<file path="config.mk">
export PLATFORM = sky130hd
export DESIGN_NAME = rational_reduce_and_arith_unit
export DESIGN_NICKNAME = d
export VERILOG_FILES = /design/src/rtl/rrau_pkg.sv /design/src/rtl/rrau_ctrl.sv /design/src/rtl/rrau_dpath.sv /design/src/rtl/rational_reduce_and_arith_unit.sv
export SDC_FILE = /design/constraint.sdc
export NUM_CORES = 2
export LEC_CHECK = 0
export BUFFER_PORTS_ARGS = -buffer_cell sky130_fd_sc_hd__buf_2
export CAP_MARGIN = 15
export CORE_MARGIN = 1.5
export CORE_UTILIZATION = 55
export DETAILED_ROUTE_END_ITERATION = 10
export PLACE_DENSITY = 0.74
export SLEW_MARGIN = 20
export SYNTH_ARGS = -nofsm -noshare
export SYNTH_HDL_FRONTEND = slang
export SYNTH_SLANG_ARGS = --single-unit
</file>
<file path="constraint.sdc">
create_clock -name aclk -period 40.8 [get_ports aclk]
set_input_delay 6.12 -clock aclk [delete_from_list [all_inputs] [get_ports aclk]]
set_output_delay 6.12 -clock aclk [all_outputs]
set_load 0.02 [all_outputs]
</file>
<file path="src/rtl/rrau_pkg.sv">
`default_nettype none
package rrau_pkg;

    // datapath operations
    typedef enum logic [3:0] {
        OP_NONE,
        OP_LOAD,
        OP_GCD_INIT,
        OP_GCD_STEP,
        OP_DIV_NUM_INIT,
        OP_DIV_DEN_INIT,
        OP_DIV_STEP,
        OP_SAVE_DEN,
        OP_MUL,
        OP_OUT
    } op_t;

    // product selects
    localparam logic [1:0] MUL_AD = 2'd0;
    localparam logic [1:0] MUL_CB = 2'd1;
    localparam logic [1:0] MUL_BD = 2'd2;
    localparam logic [1:0] MUL_AC = 2'd3;

    typedef struct packed {
        op_t        op;
        logic       frac;
        logic [1:0] mul_sel;
    } cmd_t;

    typedef struct packed {
        logic zero_den;
        logic skip;
        logic gcd_done;
        logic div_done;
    } status_t;

endpackage
`default_nettype wire

</file>
<file path="src/rtl/rrau_ctrl.sv">
`default_nettype none
module rrau_ctrl (
    input  wire logic            aclk,
    input  wire logic            aresetn,
    input  wire logic            s_tvalid,
    output logic                 s_tready,
    output logic                 m_tvalid,
    input  wire logic            m_tready,
    input  wire rrau_pkg::status_t sts,
    output rrau_pkg::cmd_t       cmd
);
    import rrau_pkg::*;

    typedef enum logic [2:0] {
        S_IDLE, S_CHECK, S_GCD_INIT, S_GCD_RUN, S_DIV_NUM, S_DIV_DEN, S_MUL, S_DONE
    } state_t;

    state_t     state_reg, state_next;
    logic       frac_reg, frac_next;
    logic [1:0] mcnt_reg, mcnt_next;
    logic       mvalid_reg, mvalid_next;

    assign s_tready = (state_reg == S_IDLE);
    assign m_tvalid = mvalid_reg;

    // sequencing and command decode
    always_comb begin
        state_next  = state_reg;
        frac_next   = frac_reg;
        mcnt_next   = mcnt_reg;
        mvalid_next = mvalid_reg;
        cmd.op      = OP_NONE;
        cmd.frac    = frac_reg;
        cmd.mul_sel = mcnt_reg;
        if (mvalid_reg && m_tready) begin
            mvalid_next = 1'b0;
        end
        case (state_reg)
            S_IDLE: begin
                if (s_tvalid) begin
                    cmd.op     = OP_LOAD;
                    state_next = S_CHECK;
                end
            end
            S_CHECK: begin
                frac_next = 1'b0;
                mcnt_next = 2'd0;
                state_next = sts.zero_den ? S_DONE : S_GCD_INIT;
            end
            S_GCD_INIT: begin
                if (sts.skip) begin
                    if (frac_reg) begin
                        state_next = S_MUL;
                    end else begin
                        frac_next = 1'b1;
                    end
                end else begin
                    cmd.op     = OP_GCD_INIT;
                    state_next = S_GCD_RUN;
                end
            end
            S_GCD_RUN: begin
                if (sts.gcd_done) begin
                    cmd.op     = OP_DIV_NUM_INIT;
                    state_next = S_DIV_NUM;
                end else begin
                    cmd.op = OP_GCD_STEP;
                end
            end
            S_DIV_NUM: begin
                if (sts.div_done) begin
                    cmd.op     = OP_DIV_DEN_INIT;
                    state_next = S_DIV_DEN;
                end else begin
                    cmd.op = OP_DIV_STEP;
                end
            end
            S_DIV_DEN: begin
                if (sts.div_done) begin
                    cmd.op = OP_SAVE_DEN;
                    if (frac_reg) begin
                        state_next = S_MUL;
                    end else begin
                        frac_next  = 1'b1;
                        state_next = S_GCD_INIT;
                    end
                end else begin
                    cmd.op = OP_DIV_STEP;
                end
            end
            S_MUL: begin
                cmd.op    = OP_MUL;
                mcnt_next = mcnt_reg + 2'd1;
                if (mcnt_reg == MUL_AC) begin
                    state_next = S_DONE;
                end
            end
            S_DONE: begin
                if (!mvalid_reg || m_tready) begin
                    cmd.op      = OP_OUT;
                    mvalid_next = 1'b1;
                    state_next  = S_IDLE;
                end
            end
            default: state_next = S_IDLE;
        endcase
    end

    always_ff @(posedge aclk) begin
        if (!aresetn) begin
            state_reg  <= S_IDLE;
            frac_reg   <= 1'b0;
            mcnt_reg   <= 2'd0;
            mvalid_reg <= 1'b0;
        end else begin
            state_reg  <= state_next;
            frac_reg   <= frac_next;
            mcnt_reg   <= mcnt_next;
            mvalid_reg <= mvalid_next;
        end
    end

endmodule
`default_nettype wire

</file>
<file path="src/rtl/rrau_dpath.sv">
`default_nettype none
module rrau_dpath #(
    parameter int DATA_WIDTH = 16,
    parameter int IN_W       = ((4 * DATA_WIDTH + 7) / 8) * 8,
    parameter int OUT_W      = ((15 * DATA_WIDTH + 2 + 7) / 8) * 8
) (
    input  wire logic             aclk,
    input  wire logic [IN_W-1:0]  in_data,
    input  wire rrau_pkg::cmd_t   cmd,
    output rrau_pkg::status_t     sts,
    output logic [OUT_W-1:0]      out_data,
    output logic                  out_err
);
    import rrau_pkg::*;

    localparam int W    = DATA_WIDTH;
    localparam int SH_W = $clog2(W + 1);
    localparam int FLD_W = 15 * W + 2;

    logic signed [W-1:0]   a_reg, b_reg, c_reg, d_reg;
    logic [W-1:0]          u_reg, v_reg, g_reg, rem_reg, quo_reg;
    logic [SH_W-1:0]       sh_reg, cnt_reg;
    logic                  neg_reg;
    logic signed [2*W-1:0] ad_reg, cb_reg, bd_reg, ac_reg;
    logic [FLD_W-1:0]      res_reg;
    logic                  err_reg;

    // current fraction operands
    logic signed [W-1:0] cur_num, cur_den;
    logic [W-1:0]        mag, g_val, quo_signed;
    logic [W:0]          r2;
    logic                fits;
    logic signed [W-1:0] mul_x, mul_y;
    logic signed [2*W:0] sum_val;
    logic signed [W:0]   neg_val;

    assign cur_num = cmd.frac ? c_reg : a_reg;
    assign cur_den = cmd.frac ? d_reg : b_reg;
    assign mag     = cur_num[W-1] ? W'(-cur_num) : W'(cur_num);
    assign g_val   = (u_reg == '0) ? v_reg : W'(u_reg << sh_reg);
    assign r2      = {rem_reg, quo_reg[W-1]};
    assign fits    = (r2 >= {1'b0, g_reg});
    assign quo_signed = neg_reg ? W'(-quo_reg) : quo_reg;

    assign sts.zero_den = (b_reg == '0) || (d_reg == '0);
    assign sts.skip     = (cur_den < $signed(W'(2)));
    assign sts.gcd_done = (u_reg == v_reg) || (u_reg == '0);
    assign sts.div_done = (cnt_reg == SH_W'(W));

    // multiplier operand select
    always_comb begin
        case (cmd.mul_sel)
            MUL_AD:  begin mul_x = a_reg; mul_y = d_reg; end
            MUL_CB:  begin mul_x = c_reg; mul_y = b_reg; end
            MUL_BD:  begin mul_x = b_reg; mul_y = d_reg; end
            default: begin mul_x = a_reg; mul_y = c_reg; end
        endcase
    end

    assign sum_val = (2*W+1)'(ad_reg) + (2*W+1)'(cb_reg);
    assign neg_val = -((W+1)'(a_reg));

    always_ff @(posedge aclk) begin
        case (cmd.op)
            OP_LOAD: begin
                a_reg <= in_data[W-1:0];
                b_reg <= in_data[2*W-1:W];
                c_reg <= in_data[3*W-1:2*W];
                d_reg <= in_data[4*W-1:3*W];
            end
            OP_GCD_INIT: begin
                u_reg  <= mag;
                v_reg  <= W'(cur_den);
                sh_reg <= '0;
            end
            OP_GCD_STEP: begin
                // one binary gcd step
                if (!u_reg[0] && !v_reg[0]) begin
                    u_reg  <= u_reg >> 1;
                    v_reg  <= v_reg >> 1;
                    sh_reg <= sh_reg + SH_W'(1);
                end else if (!u_reg[0]) begin
                    u_reg <= u_reg >> 1;
                end else if (!v_reg[0]) begin
                    v_reg <= v_reg >> 1;
                end else if (u_reg > v_reg) begin
                    u_reg <= u_reg - v_reg;
                end else begin
                    v_reg <= v_reg - u_reg;
                end
            end
            OP_DIV_NUM_INIT: begin
                g_reg   <= g_val;
                neg_reg <= cur_num[W-1];
                quo_reg <= mag;
                rem_reg <= '0;
                cnt_reg <= '0;
            end
            OP_DIV_STEP: begin
                // restoring division, one quotient bit a cycle
                rem_reg <= fits ? W'(r2 - {1'b0, g_reg}) : W'(r2);
                quo_reg <= {quo_reg[W-2:0], fits};
                cnt_reg <= cnt_reg + SH_W'(1);
            end
            OP_DIV_DEN_INIT: begin
                if (cmd.frac) begin
                    c_reg <= quo_signed;
                end else begin
                    a_reg <= quo_signed;
                end
                quo_reg <= W'(cur_den);
                rem_reg <= '0;
                cnt_reg <= '0;
            end
            OP_SAVE_DEN: begin
                if (cmd.frac) begin
                    d_reg <= quo_reg;
                end else begin
                    b_reg <= quo_reg;
                end
            end
            OP_MUL: begin
                case (cmd.mul_sel)
                    MUL_AD:  ad_reg <= mul_x * mul_y;
                    MUL_CB:  cb_reg <= mul_x * mul_y;
                    MUL_BD:  bd_reg <= mul_x * mul_y;
                    default: ac_reg <= mul_x * mul_y;
                endcase
            end
            OP_OUT: begin
                err_reg <= sts.zero_den;
                if (sts.zero_den) begin
                    res_reg <= '0;
                end else begin
                    res_reg <= {cb_reg, ad_reg, ac_reg, bd_reg, sum_val, neg_val,
                                d_reg, c_reg, b_reg, a_reg};
                end
            end
            default: ;
        endcase
    end

    assign out_data = OUT_W'(res_reg);
    assign out_err  = err_reg;

endmodule
`default_nettype wire

</file>
<file path="src/rtl/rational_reduce_and_arith_unit.sv">
// a zero denominator skips reduction and arithmetic and goes straight to the result
// each reduction: gcd setup, binary gcd steps, then two restoring divides by the gcd
// one request at a time; the next is accepted in the cycle after the result is registered
// products come from one shared multiplier, one per cycle
// a finished result waits in the output register while the next request is taken
// aresetn is synchronous, active low; it clears the controller and the output valid
`default_nettype none
module rational_reduce_and_arith_unit #(
    parameter int DATA_WIDTH = 16
) (
    input  wire logic aclk,
    input  wire logic aresetn,
    input  wire logic s_tvalid,
    output logic      s_tready,
    // num_a, den_a, num_b, den_b
    input  wire logic [((4*DATA_WIDTH+7)/8)*8-1:0] s_tdata,
    output logic      m_tvalid,
    input  wire logic m_tready,
    // red_num_a, red_den_a, red_num_b, red_den_b, neg_num, sum_num,
    // sum_den, prod_num, quot_num, quot_den
    output logic [((15*DATA_WIDTH+2+7)/8)*8-1:0] m_tdata,
    // error
    output logic [0:0] m_tuser
);
    import rrau_pkg::*;

    cmd_t    cmd;
    status_t sts;

    rrau_ctrl u_ctrl (
        .aclk     (aclk),
        .aresetn  (aresetn),
        .s_tvalid (s_tvalid),
        .s_tready (s_tready),
        .m_tvalid (m_tvalid),
        .m_tready (m_tready),
        .sts      (sts),
        .cmd      (cmd)
    );

    rrau_dpath #(.DATA_WIDTH(DATA_WIDTH)) u_dpath (
        .aclk     (aclk),
        .in_data  (s_tdata),
        .cmd      (cmd),
        .sts      (sts),
        .out_data (m_tdata),
        .out_err  (m_tuser[0])
    );

endmodule
`default_nettype wire

</file>
---- After elaboration in Yosys (flattened, before gate mapping) ----
Index checks and enable logic that the tools add are counted.
operators by class
  order comparisons ....................... 3
  reductions and logical operators ........ 37
  eq/ne operators ......................... 38
  bitwise logic cells ..................... 1
  add/subtract/negate cells ............... 10
  multiplexer cells ....................... 56
  shift operators ......................... 1
  multiply operators ...................... 1
operators by type and width
  cell                                                                    count
  16-bit 2-to-1 mux                                                       18
  16-bit one-hot mux with 2 select lines                                  9
  16-bit zero test                                                        3
  16-bit one-hot mux with 3 select lines                                  1
  16-bit subtractor                                                       3
  32-bit by 32-bit adder with 33-bit output                               1
  3-bit 2-to-1 mux                                                        11
  16-bit by 16-bit multiplier with 32-bit output                          1
  16-bit negator                                                          2
  4-bit one-hot mux with 7 select lines                                   1
  3-bit one-hot mux with 8 select lines                                   1
  5-bit one-hot mux with 2 select lines                                   2
  2-bit AND reduction                                                     10
  2-bit != test (second input constant)                                   9
  17-bit by 16-bit greater-or-equal comparator with 1-bit output          1
  16-bit negator with 17-bit output                                       1
  16-bit == test                                                          1
  4-bit by 3-bit == test with 1-bit output (second input constant)        4
  16-bit > comparator                                                     1
  16-bit by 3-bit < comparator with 1-bit output (second input constant)  1
  16-bit by 5-bit << shifter with 16-bit output                           1
  3-bit == test (second input constant)                                   4
  4-bit != test (second input constant)                                   3
  5-bit by 1-bit adder with 5-bit output (second input constant)          2
  other kinds (30)                                                        56
word-level totals
  bits in registers ....................... 533
  input port bits ......................... 68
  output and inout bits ................... 251

---- Longest topological paths before layout ----
  depth in word-level cells ............... 7
  mapped depth ............................ 33

---- By module ----
From an unflattened synthesis, not the netlist that was laid out.
unflattened totals
  cells, all modules ...................... 3557
  area total of the unflattened synthesis .. 37295.8 µm²
by module, submodules not included
  module      area each (µm²)  cells each  times used  seq. area each (µm²)
  rrau_dpath  36710.2          3479        1           15765.1
  rrau_ctrl   585.6            78          1           140.1

---- Worst setup path after synthesis ----
Ideal clock, no wire load.
  path kind ............................... input to register
  start ................................... in m_tready
  end ..................................... reg u_dpath.err_reg, in the netlist u_dpath.out_err, enable pin
  path slack .............................. 9.724 ns
  data required time ...................... 39.364 ns
  stages .................................. 4
  arrival time ............................ 29.640 ns
  cells stage by stage .................... nand2b_1 nand2_1 a32o_2 nor4_1
between the ends
  longest elaborated chain between the ends .. 4
RTL lines
  item                                   line                                  RTL
  start, declared                        rational_reduce_and_arith_unit.sv:18  input wire logic m_tready,
  1-bit logical OR                       rrau_ctrl.sv:99                       if (!mvalid_reg || m_tready) begin
  4-bit 2-to-1 mux                       rrau_ctrl.sv:99
  4-bit one-hot mux with 7 select lines  rrau_ctrl.sv:38                       case (state_reg)
  4-bit == test                          rrau_dpath.sv:64                      case (cmd.op)
  end signal, assigned                   rrau_dpath.sv:131                     err_reg <= sts.zero_den;
  end, declared                          rrau_dpath.sv:26                      logic err_reg;
No other way between the ends.
A chain may end at the register's enable or synchronous reset.

---- Final worst setup path ----
  start ................................... reg u_ctrl.mcnt_reg[0]
  end ..................................... reg u_dpath.ad_reg[30], data pin
between the ends
  longest elaborated chain between the ends .. 4
  elaborated cells between the ends (all ways) .. 7
  classes of those cells .................. 1 x mul; 2 x eq/ne; 2 x mux; 2 x reduce/logical
RTL lines
  item                                                line               RTL
  start, declared                                     rrau_ctrl.sv:20    logic [1:0] mcnt_reg, mcnt_next;
  start signal, assigned                              rrau_ctrl.sv:118   mcnt_reg <= mcnt_next;
  2-bit == test or 2-bit zero test (tied branches)    rrau_dpath.sv:52   case (cmd.mul_sel)
  2-bit OR reduction (no source line)                 -
  16-bit one-hot mux with 2 select lines              rrau_dpath.sv:52
  16-bit by 16-bit multiplier with 32-bit output (*)  rrau_dpath.sv:124  MUL_AD: ad_reg <= mul_x * mul_y;
  end signal, assigned                                rrau_dpath.sv:124
  end, declared                                       rrau_dpath.sv:24   logic signed [2*W-1:0] ad_reg, cb_reg, bd_reg, ac_reg;
Mark *: on every way between the ends. The rest lies on a longest branch, timed or not.

==> flow_summary.json <==
{
  "status": "complete, no violations",
  "max_freq_ghz": 0.1114,
  "cts-buffers-inserted": 56,
  "cp_max_fo": 18,
  "async_flop_share": 0,
  "worstPathArrival_ns": 9.36,
  "die-area_mm2": 0.06781,
  "crit_cells": 27,
  "hold_class": "reg -> reg",
  "fin_worst_skew_ns": 0.05360,
  "slew_headroom": 0.2210,
  "die_y_um": 260.4,
  "cp-endpoint": "u_dpath.ad_reg[30]",
  "rsz0062_at_grt": "no",
  "grt_max_degree": 185,
  "synthXorXnorAreaFrac": 0.03485,
  "first_pass_iters": 5,
  "grt_usage": 0.2919,
  "cp-start-kind": "flip-flop",
  "dp_hpwl_um": 73810,
  "route.detailed.drc": 0,
  "crit_type": "reg -> reg",
  "cpPeakStageDelay_ns": 0.66,
  "crit_slowest_cell": "a21oi_2",
  "clk_pin_slew_worst_paths_ns": 0.06,
  "finalHoldViolations": 0,
  "r2r-start": "u_ctrl.mcnt_reg[0]",
  "ios": 319,
  "numPortBuffers": 312,
  "wl_um": 97920,
  "ctsHoldBuffers": 0,
  "synth_top_cell_area_share": 0.4326,
  "synth_top_area_cell": "edfxtp_1",
  "drt-wirelength-per-cell_um": 21.86,
  "reg2reg_slack_ns": 31.82,
  "postCtsSetupRepairBufs": 0,
  "clockRootBuffer": "clkbuf_16",
  "cts_resized": 0,
  "clock-sinks": 532,
  "critPathMostFrequentCell": "fa_1",
  "yosys.area_share.simple": 0.1255,
  "yosysWarnings": 0,
  "globalplace.congestion": 0.9835,
  "coreArea_mm2": 0.06563,
  "initial_core_util": 0.5553,
  "vias": 26160,
  "grt_pass1_vias": 25730,
  "min_period_over_period": 0.2201,
  "layout_min_cycle_time_ns": 8.980,
  "synth_flop_cell": "edfxtp_1",
  "layout_common_cells": "525 x edfxtp_1, 413 x inv_1, 312 x buf_2",
  "final_common_cell": "edfxtp_1",
  "worstSkewPairLatency_ns": 0.63,
  "synth_fa_ha_area_frac": 0.2066,
  "first_iter_violations": 2989,
  "die_w_um": 260.4,
  "crit_start": "u_ctrl.mcnt_reg[0]",
  "grt_pass1_wl_um": 149700,
  "ys_types": 93,
  "synth_area_mm2": 0.03644,
  "worstMarginPinSlew_ns": 1.168,
  "cp_top_family": "adder cells",
  "synth_mux_area_frac": 0.02846,
  "drive_gt1_frac": 0.1386,
  "synth_enable_flop_cells": 525,
  "nets": 4081,
  "diodes": 0,
  "antenna_found_initial": 6,
  "clk_path_buf_depth": 3,
  "rows": 94,
  "report.final.slew_viol_count": 0,
  "cp-end-kind": "flip-flop",
  "cts_max_level": 2,
  "tns_ns": 0,
  "viasPerCell": 5.841,
  "syn_inst": 3309,
  "largest_reg_flops": 241,
  "synth-seq-area-share": 0.4365,
  "grt_overflow": 0,
  "ys_seq_elements": 532,
  "avgSynthCellArea_um2": 11.01,
  "yosys-top-cells-area": "edfxtp_1 43%, fa_1 15%, ha_1 6.0%",
  "reg2regPathDepth": 27,
  "syn_to_final_growth_pct": 11.31,
  "cp.buffers_inverters": 5,
  "cts_tree": "done",
  "drv_cap": 0,
  "synth_compound_area_frac": 0.1066,
  "crit_required_ns": 41.18,
  "ant_nets": 0,
  "synth_top_family_by_area": "adder cells",
  "setup_viol": 0,
  "r2r_end": "u_dpath.ad_reg[30]"
}
-- layout make-up --
| class | count | area, µm² |
|---|---|---|
| clock buffers | 64 | 1453 |
| clock inverters | 38 | 359.1 |
| fillers | 5344 | 25070 |
| inverters | 415 | 1558 |
| multi-input cells | 2219 | 18370 |
| flip-flops and latches | 532 | 15910 |
| well taps | 864 | 1081 |
| repair buffers | 347 | 1837 |
-- synth_stat cells, types with 18 or more instances --
cell and instances:
nand2b_1 23, a21o_1 63, o21ai_0 74, fa_1 266, buf_2 21, and2_1 207, a22oi_1 34, mux2_2 34
inv_1 414, nor3_1 32, xor2_1 58, mux2i_1 58, nand2_1 269, edfxtp_1 525, nor2_1 307, o21bai_1 18
a221oi_1 29, clkbuf_1 95, ha_1 176, o21a_1 60, buf_4 20, nand3_1 30, a21oi_1 143, xnor2_1 87
-- logic make-up after synthesis --
kind of cell / after synthesis
buf+inv: 563
flops: 532
mux: 96
compound gates: 569
fa+ha+maj: 442
other cells: 1
simple gates: 961
xor+xnor: 145
-- metal layers --
layer  GRT usage  share of wire  vias up  wire, µm
met2      0.4444           0.44     1319     43250
met3     0.07158           0.10      243      9935
met4      0.1074          0.041        4      3978
li1            -              -    11800         -
met1      0.4072           0.42    12800     40730
met5           0        0.00031        -        30
-- how the worst min path moves through the flow --
stage	startpoint	end	cells after the start	slack [ns]
floorplan	u_dpath.bd_reg[0]	u_dpath.res_reg[114]	1	0.50
global placement	u_dpath.bd_reg[11]	u_dpath.res_reg[125]	1	0.50
detailed placement	u_dpath.ac_reg[13]	u_dpath.res_reg[159]	1	0.50
CTS	u_dpath.ac_reg[3]	u_dpath.res_reg[149]	1	0.49
global route	u_dpath.ac_reg[3]	u_dpath.res_reg[149]	1	0.52
finish	u_dpath.ac_reg[3]	u_dpath.res_reg[149]	1	0.49
-- metrics by stage --
step                      instances  cell area, µm²  setup WS (ns)    util  hold slack [ns]
after detailed placement       4377           38750          31.47  0.5904           0.5022
after global routing           4479           40560          31.39  0.6181           0.5237
after CTS                      4479           40560          31.86  0.6180           0.4891
after floorplan                3314           36460          9.724       -           0.4967
after global placement         4377           38750          31.48  0.5904           0.4997
final                          4479           40560          31.82  0.6181           0.4927
Power is not shown: default switching activity piles up to over one toggle a cycle in this logic, so the estimate is an artifact.
